[src/sv/ptom_pkg.sv]
// Shared types, codes and constants of the price-time order matcher.
package ptom_pkg;

  localparam int DEF_ORDER_SLOTS = 63;
  // At most this many trades for one incoming order; one more result carries its status.
  localparam int MAX_TRADES = 63;
  localparam int TRADE_W = 6;

  localparam logic [1:0] FN_LIMIT  = 2'd0;
  localparam logic [1:0] FN_MARKET = 2'd1;
  localparam logic [1:0] FN_CANCEL = 2'd2;
  localparam logic [1:0] FN_NONE   = 2'd3;

  localparam logic SIDE_BUY  = 1'b0;
  localparam logic SIDE_SELL = 1'b1;

  localparam logic [2:0] KIND_TRADE     = 3'd0;
  localparam logic [2:0] KIND_RESTED    = 3'd1;
  localparam logic [2:0] KIND_FILLED    = 3'd2;
  localparam logic [2:0] KIND_DROPPED   = 3'd3;
  localparam logic [2:0] KIND_CANCELLED = 3'd4;
  localparam logic [2:0] KIND_NOT_FOUND = 3'd5;

  typedef struct packed {
    logic        side;
    logic [31:0] ident;
    logic [19:0] price;
    logic [31:0] remaining;
    logic [31:0] arrival;
  } ptom_entry_t;

  typedef struct packed {
    logic        data_we;
    logic        vld_we;
    logic        vld_val;
  } ptom_wr_t;

  typedef struct packed {
    logic        bid_p;
    logic [19:0] bid;
    logic        ask_p;
    logic [19:0] ask;
    logic        m_p;
    ptom_entry_t m_entry;
    logic        free_p;
    logic        hit_p;
    logic [31:0] hit_rem;
  } ptom_scan_t;

endpackage

[src/sv/ptom_scan.sv]
// Scan unit: folds one table entry per cycle into best prices, best match, free slot and cancel hit.
module ptom_scan import ptom_pkg::*; #(
  parameter int ORDER_SLOTS = DEF_ORDER_SLOTS,
  parameter int IDX_W = $clog2(ORDER_SLOTS)
) (
  input  logic             clk,
  input  logic             rst_n,
  input  logic             clear,
  input  logic             eval,
  input  ptom_entry_t      entry,
  input  logic             entry_valid,
  input  logic [IDX_W-1:0] entry_idx,
  input  logic             opp_side,
  input  logic [31:0]      cancel_id,
  output ptom_scan_t       res_r,
  output logic [IDX_W-1:0] m_idx_r,
  output logic [IDX_W-1:0] free_idx_r,
  output logic [IDX_W-1:0] hit_idx_r
);

  logic [31:0] hit_arr_r;
  logic        take_bid, take_ask, take_m, take_free, take_hit, m_better;

  always_comb begin
    if (entry.price != res_r.m_entry.price) begin
      m_better = (opp_side == SIDE_BUY) ? (entry.price > res_r.m_entry.price)
                                        : (entry.price < res_r.m_entry.price);
    end else begin
      m_better = entry.arrival < res_r.m_entry.arrival;
    end
    take_bid  = eval && entry_valid && (entry.side == SIDE_BUY) &&
                (!res_r.bid_p || entry.price > res_r.bid);
    take_ask  = eval && entry_valid && (entry.side == SIDE_SELL) &&
                (!res_r.ask_p || entry.price < res_r.ask);
    take_m    = eval && entry_valid && (entry.side == opp_side) && (!res_r.m_p || m_better);
    take_free = eval && !entry_valid && !res_r.free_p;
    take_hit  = eval && entry_valid && (entry.ident == cancel_id) &&
                (!res_r.hit_p || entry.arrival < hit_arr_r);
  end

  always_ff @(posedge clk) begin
    if (!rst_n || clear) begin
      res_r.bid_p  <= 1'b0;
      res_r.ask_p  <= 1'b0;
      res_r.m_p    <= 1'b0;
      res_r.free_p <= 1'b0;
      res_r.hit_p  <= 1'b0;
      res_r.bid    <= '0;
      res_r.ask    <= '0;
    end else begin
      if (take_bid) begin
        res_r.bid_p <= 1'b1;
        res_r.bid   <= entry.price;
      end
      if (take_ask) begin
        res_r.ask_p <= 1'b1;
        res_r.ask   <= entry.price;
      end
      if (take_m)    res_r.m_p    <= 1'b1;
      if (take_free) res_r.free_p <= 1'b1;
      if (take_hit)  res_r.hit_p  <= 1'b1;
    end
    if (take_m) begin
      res_r.m_entry <= entry;
      m_idx_r       <= entry_idx;
    end
    if (take_free) free_idx_r <= entry_idx;
    if (take_hit) begin
      hit_idx_r     <= entry_idx;
      hit_arr_r     <= entry.arrival;
      res_r.hit_rem <= entry.remaining;
    end
  end

endmodule

[config.mk]
export PLATFORM = sky130hd
export DESIGN_NAME = ptom_scan
export DESIGN_NICKNAME = d
export VERILOG_FILES = /design/src/sv/ptom_pkg.sv /design/src/sv/ptom_scan.sv
export SDC_FILE = /design/constraint.sdc
export NUM_CORES = 1
export LEC_CHECK = 0
export ABC_AREA = 1
export BUFFER_PORTS_ARGS = -buffer_cell sky130_fd_sc_hd__buf_2
export CORE_MARGIN = 4
export CORE_UTILIZATION = 35
export DETAILED_ROUTE_END_ITERATION = 6
export SLEW_MARGIN = 40
export SYNTH_ARGS = -nofsm -noshare
export SYNTH_HDL_FRONTEND = slang
export SYNTH_SLANG_ARGS = --single-unit
[constraint.sdc]
create_clock -name clk -period 7 [get_ports clk]
set_input_delay 1.05 -clock clk [delete_from_list [all_inputs] [get_ports clk]]
set_output_delay 1.05 -clock clk [all_outputs]
set_load 0.01 [all_outputs]
==> results of run 1 <==
cell usage after synthesis:
master,instances,area [sq um]
inv_1,209,785
edfxtp_1,199,5980
nand2_1,189,709
ha_1,121,1510
a21oi_1,99,495
nor2_1,88,330
nand3_1,53,265
dfxtp_1,45,901
o21ai_0,22,110
buf_2,9,45.0
nand4_1,9,56.3
nor2_2,7,43.8
xor2_1,6,52.6
clkbuf_1,5,18.8
nor3_1,5,25.0
o21a_1,5,37.5
buf_6,4,45.0
and3_1,3,18.8
o22ai_1,3,18.8
a211oi_1,2,15.0
buf_1,2,7.51
nand2_2,2,12.5
o2111ai_1,2,17.5
o21bai_1,2,15.0
or2_2,2,12.5
xnor2_1,2,17.5
a21o_1,1,7.51
a21oi_2,1,8.76
nand2_4,1,11.3
nand3_2,1,10.0
nand3b_1,1,7.51
nor3b_1,1,7.51
nor4_1,1,6.26
o221ai_1,1,8.76
power by group through the flow:
stage	combinational, mW	clock (mW)	sequential, mW
after floorplan	0.150	0	1.67
after global placement	0.309	0	1.65
after detailed placement	0.318	0	1.65
after CTS	0.319	1.50	1.62
after global routing	0.361	1.58	1.62
final	0.314	1.45	1.62
area by class of cell:
type / instances / share of cell area
diodes: 1 / 0.000168
clock buffers: 30 / 0.0461
clock inverters: 19 / 0.0150
inverters: 209 / 0.0530
multi-input cells: 630 / 0.259
flip-flops and latches: 244 / 0.461
well taps: 442 / 0.0371
repair buffers: 379 / 0.129
routing by layer:
metal	vias up	GRT usage	part of all wire
met4	16	0.0246	0.012
met1	4029	0.207	0.42
li1	4452	-	-
met3	48	0.0563	0.099
met5	-	0	0.0030
met2	294	0.275	0.47
registers in the layout (all words and copies together) (netlist names):
name,count
free_idx_r,6
hit_arr_r,32
hit_idx_r,6
m_idx_r,6
res_r,194
cell families (layout without fill, tap and decap cells):
family,Yosys count,after routing,synth area share
fa+ha+maj,121,121,0.130
compound gates,138,138,0.0632
buf+inv,229,637,0.0776
other cells,0,1,0
simple gates,363,363,0.131
xor+xnor,8,8,0.00603
flops,244,244,0.592
final timing paths:
check / startpoint / end / slack [ns]
hold / removal: res_r[32] / res_r[32] / 0.50
setup / recovery: entry[83] / res_r[145] / 3.33
setup reg to reg: res_r[117] / res_r[145] / 3.58
hold reg to reg: res_r[32] / res_r[32] / 0.50
worst register-to-register path, delay by kind of cell (launching register included):
family,cells,cell delay (ns)
buf+inv,4,1.38
simple gates,8,0.95
fa+ha+maj,1,0.29
flops,1,0.39
==> flow_summary_export.csv, run 1 <==
group,metric,value,unit
synthesis,synth_cell_type_count,34,
finish,multiInputGateArea,3860,sq um
min_path,hold_class,"reg2reg",
sta,relSlewSlack,0.468,
clock_tree,numCtsBuffers,27,
synthesis,syn_area_per_cell,10.5,sq um
placement,hpwl,23900,um
placement,port_buffers,372,
run_status,outcome,"complete, no violations",
clock_tree,cts_sinks,244,
sta,hold_violations,0,
worst_setup_path,path_cells,"buf_2 -> ha_1 -> nand2_1 -> nor2_1 -> nand2_1 -> inv_1 -> nand4_1 -> nor2_1 -> nand2_1 -> nand3_1 -> nand2_1 -> inv_6 -> buf_4",
worst_setup_path,cp-start-kind,"primary input",
clock_tree,cts_max_level,1,
placement,pre_cts_ws,2.70,ns
sta,fin_tns_setup,0,ns
worst_setup_path,crit_top_cell,"nand2_1",
global_route,grt_pass1_vias,8588,
synthesis,yosysSeqAreaShare,0.592,
clock_tree,cts_root_buf,"clkbuf_16",
power_and_ir_drop,p_comb_frac,0.093,
power_and_ir_drop,seqPwrFrac,0.479,
finish,drive_above_1_share,0.290,
clock_tree,cts_setup_buffers,0,
sta,setup_viol,0,
power_and_ir_drop,irDropWorstVdd,0.146,mV
synthesis,ys_ff_latch,244,
worst_setup_path,cp_top_family,"buffers and inverters",
sta,worst_slew_pin_slew,0.799,ns
floorplan,row_count,66,
worst_setup_path,rr_worst_depth,13,
floorplan,die_area,36200,sq um
finish,fin_area,14900,sq um
routing,drc,0,
global_route,antenna_found_initial,10,
power_and_ir_drop,swShare,0.227,
global_route,grt_usage,0.162,
synthesis,synth_fp_nets,1385,
clock_tree,cts_tree,"yes",
power_and_ir_drop,intPower,2.62,mW
clock_tree,clk_pin_slew,0.06,ns
routing,drtIter0Drc,363,
worst_setup_path,path_class,"in2reg",
global_route,grt_start_max_net_pins,71,
routing,wl_per_cell,15.7,um
global_route,gr-total-overflow,0,
min_path,whs_path_depth,2,
finish,utilization,0.457,
power_and_ir_drop,power_frac_clock,0.429,
synthesis,netlist_area,11600,sq um
finish,layout_common_cells,"buf_2, inv_1, edfxtp_1",
finish,area_growth,28.4,%
routing,viasPerCell,4.52,
routing,ant_nets,0,
worst_setup_path,cp.arrival,3.81,ns
clock_tree,clk_path_buf_depth,3,
clock_tree,hold_buffers,0,
synthesis,postSynthCellCount,1103,
finish,fin_nets,1773,
routing,vias,8839,
clock_tree,clock_latency,0.53,ns
sta,skew,0.0125,ns
sta,hold_ws,0.502,ns
global_route,grt_pass1_wl,47000,um
placement,place_area,14000,sq um
floorplan,pin_count,373,
power_and_ir_drop,leakage,6.90,nW
finish,nFillCells,3076,
finish,regArea,6880,sq um
placement,place_congestion,0.831,
power_and_ir_drop,p_total,3.39,mW
worst_setup_path,crit_required,7.14,ns
worst_setup_path,path_buf_inv,4,
finish,final_common_cell,"buf_2",
placement,dp_cells,1904,
sta,finalCriticalPeriod,3.67,ns
worst_setup_path,cp_max_fo,66,
floorplan,die_x,190,um
sta,timing.final.crit_share,0.524,
clock_tree,cts_resized,0,
worst_setup_path,worst-path-stages,13,
worst_setup_path,cpMaxStageDelayCell,"buf_4",
floorplan,core,32600,sq um
sta,drv_slew,0,
worst_setup_path,worst_setup_path_end_kind,"flop",
worst_setup_path,cp_slowest_stage_delay,0.74,ns
routing,firstDrtPassIters,4,
power_and_ir_drop,powerDensity,227,nW/um^2
floorplan,die_y,190,um
sta,rsz0062_at_grt,"no",
routing,wirelength,30600,um
sta,clock.fmax,273,MHz
finish,layout.cells.non_filler,1954,
sta,fin_ws,3.33,ns
synthesis,yosysWarnings,0,
power_and_ir_drop,p_switching,0.769,mW
floorplan,initial_core_util,0.356,
flow_run,maxCapViolations,0,
Note: power is estimated with default switching activity, not from simulation.
==> inputs of run 2 (changes only) <==
==> constraint.sdc (replaced) <==
create_clock -name clk -period 3.4 [get_ports clk]
set_input_delay 0.51 -clock clk [delete_from_list [all_inputs] [get_ports clk]]
set_output_delay 0.51 -clock clk [all_outputs]
set_load 0.01 [all_outputs]
==> run 2 against run 1 <==
  * Non-clock buffer count rose by 2
  * Power rose by 110%
  * Sequential share of layout area fell by 0.73 points
  * Clock power rose by 120%
  * Worst hold slack got worse by 0.35 ns
  * Cell count rose by 0.26%
  * Setup slack got worse by 2.4 ns
  * Clock skew rose by 0.011 ns
  * Die area did not move
  * Final area rose by 1.6%
  * First-iteration DRC count rose by 17%
  * Critical path type is now reg2reg
  * Critical endpoint is now res_r[65]
  * Highest routed layer unchanged
==> flow_summary_export.csv, run 2 (synthesized netlist as in run 1, its figures left out) <==
group,metric,value,unit
min_path,hold_class,"in2reg",
power_and_ir_drop,power_frac_clock,0.439,
sta,rsz0062_at_grt,"no",
global_route,gr-total-overflow,0,
placement,pre_cts_ws,0.598,ns
power_and_ir_drop,p_switching,1.68,mW
worst_setup_path,path_class,"reg2reg",
routing,firstDrtPassIters,5,
sta,hold_ws,0.151,ns
clock_tree,cts_root_buf,"clkbuf_16",
finish,reg_top3,"res_r (194), hit_arr_r (32)",
worst_setup_path,cp_max_fo,71,
power_and_ir_drop,leakage,6.94,nW
floorplan,die_area,36200,sq um
power_and_ir_drop,irDropWorstVdd,0.347,mV
global_route,grt_start_max_net_pins,72,
global_route,grt_usage,0.168,
flow_run,maxCapViolations,0,
power_and_ir_drop,p_comb_frac,0.094,
sta,skew,0.0232,ns
finish,largest_reg_flops,194,
routing,ant_nets,0,
clock_tree,clk_pin_slew,0.06,ns
sta,worst_slew_pin_slew,0.668,ns
floorplan,pin_count,373,
placement,place_congestion,0.857,
worst_setup_path,worst_setup_path_end_kind,"flop",
floorplan,die_x,190,um
finish,area_growth,30.4,%
sta,clock.fmax,399,MHz
placement,hpwl,25000,um
clock_tree,cts_resized,0,
clock_tree,hold_buffers,0,
worst_setup_path,cp.arrival,2.69,ns
finish,final_common_cell,"buf_2",
sta,hold_violations,0,
clock_tree,numCtsBuffers,28,
power_and_ir_drop,seqPwrFrac,0.467,
clock_tree,clk_path_buf_depth,3,
sta,drv_slew,0,
finish,regMostFlops,"res_r",
clock_tree,cts_sinks,244,
global_route,grt_pass1_wl,47700,um
clock_tree,cts_tree,"yes",
clock_tree,cts_max_level,1,
finish,regArea,6880,sq um
floorplan,initial_core_util,0.356,
clock_tree,clock_latency,0.55,ns
routing,vias,8963,
finish,multiInputGateArea,3990,sq um
routing,wirelength,32000,um
global_route,antenna_found_initial,6,
finish,fin_area,15100,sq um
power_and_ir_drop,p_total,7.15,mW
routing,wl_per_cell,16.3,um
power_and_ir_drop,powerDensity,472,nW/um^2
power_and_ir_drop,intPower,5.47,mW
placement,place_area,14200,sq um
sta,fin_ws,0.895,ns
sta,finalCriticalPeriod,2.50,ns
finish,drive_above_1_share,0.303,
power_and_ir_drop,swShare,0.235,
floorplan,row_count,66,
floorplan,die_y,190,um
finish,nFillCells,3130,
placement,port_buffers,372,
sta,timing.final.crit_share,0.737,
worst_setup_path,cp-start-kind,"flop",
routing,drtIter0Drc,426,
global_route,grt_pass1_vias,8532,
finish,layout_common_cells,"buf_2, inv_1, edfxtp_1",
routing,viasPerCell,4.58,
worst_setup_path,crit_required,3.59,ns
clock_tree,cts_setup_buffers,0,
routing,drc,0,
finish,fin_nets,1776,
floorplan,core,32600,sq um
sta,setup_viol,0,
sta,relSlewSlack,0.553,
run_status,outcome,"complete, no violations",
[run 2: cell types whose count changed in the layout (fill, tap and decap cells not counted), sizes merged]
cell      change
buf           +2
clkinvlp      +2
clkbuf        +1
clkinv        +1
inv           -1
[run 2: power groups by stage]
stage / logic [mW] / registers, mW / clock network [mW]
2_1_floorplan: 0.318 / 3.44 / 0
3_3_place_gp: 0.665 / 3.40 / 0
3_5_place_dp: 0.684 / 3.40 / 0
4_1_cts: 0.687 / 3.34 / 3.24
5_1_grt: 0.773 / 3.34 / 3.36
6_report: 0.674 / 3.34 / 3.14
[run 2: stage by stage]
stage | TNS [ns] | util | std cells
floorplan | -34.38 | - | 1103
global placement | 0 | 0.434 | 1906
detailed placement | 0 | 0.435 | 1906
CTS | 0 | 0.464 | 1958
global route | 0 | 0.464 | 1958
finish | 0 | 0.464 | 1959
[run 2: path summary, 6_finish.rpt]
check,startpoint,end,slack [ns],cells past startpoint
setup / recovery,res_r[116],res_r[65],0.90,13
hold / removal,entry[112],res_r[146],0.15,1
setup reg to reg,res_r[116],res_r[65],0.90,13
hold reg to reg,res_r[32],res_r[32],0.50,2
[run 2: worst max-delay path: stages (launching register included)]
cell and delay [ns]:
edfxtp_1 0.38, inv_1 0.06, ha_1 0.26, nand2_1 0.07, nor2_2 0.12, nand2_1 0.11
inv_1 0.08, nand4_1 0.18, nor2_1 0.15, nand2_1 0.06, nand3_1 0.07, nand2_1 0.08
clkinvlp_4 0.13, buf_12 0.32
[run 2: layout make-up]
cell class                      count  area share
Timing Repair Buffer              381       0.130
Inverter                          209      0.0520
Clock inverter                     21      0.0170
Multi-Input combinational cell    630       0.263
Tap cell                          442      0.0365
Clock buffer                       31      0.0470
Antenna cell                        1    0.000165
Sequential cell                   244       0.454
[run 2: layer usage]
layer  part of all wire  vias to the layer above  global-route usage
met5             0.0019                        -                   0
met1               0.42                     4091               0.212
met4              0.028                        8              0.0470
met2               0.46                      337               0.277
li1                   -                     4460                   -
met3              0.099                       67              0.0552
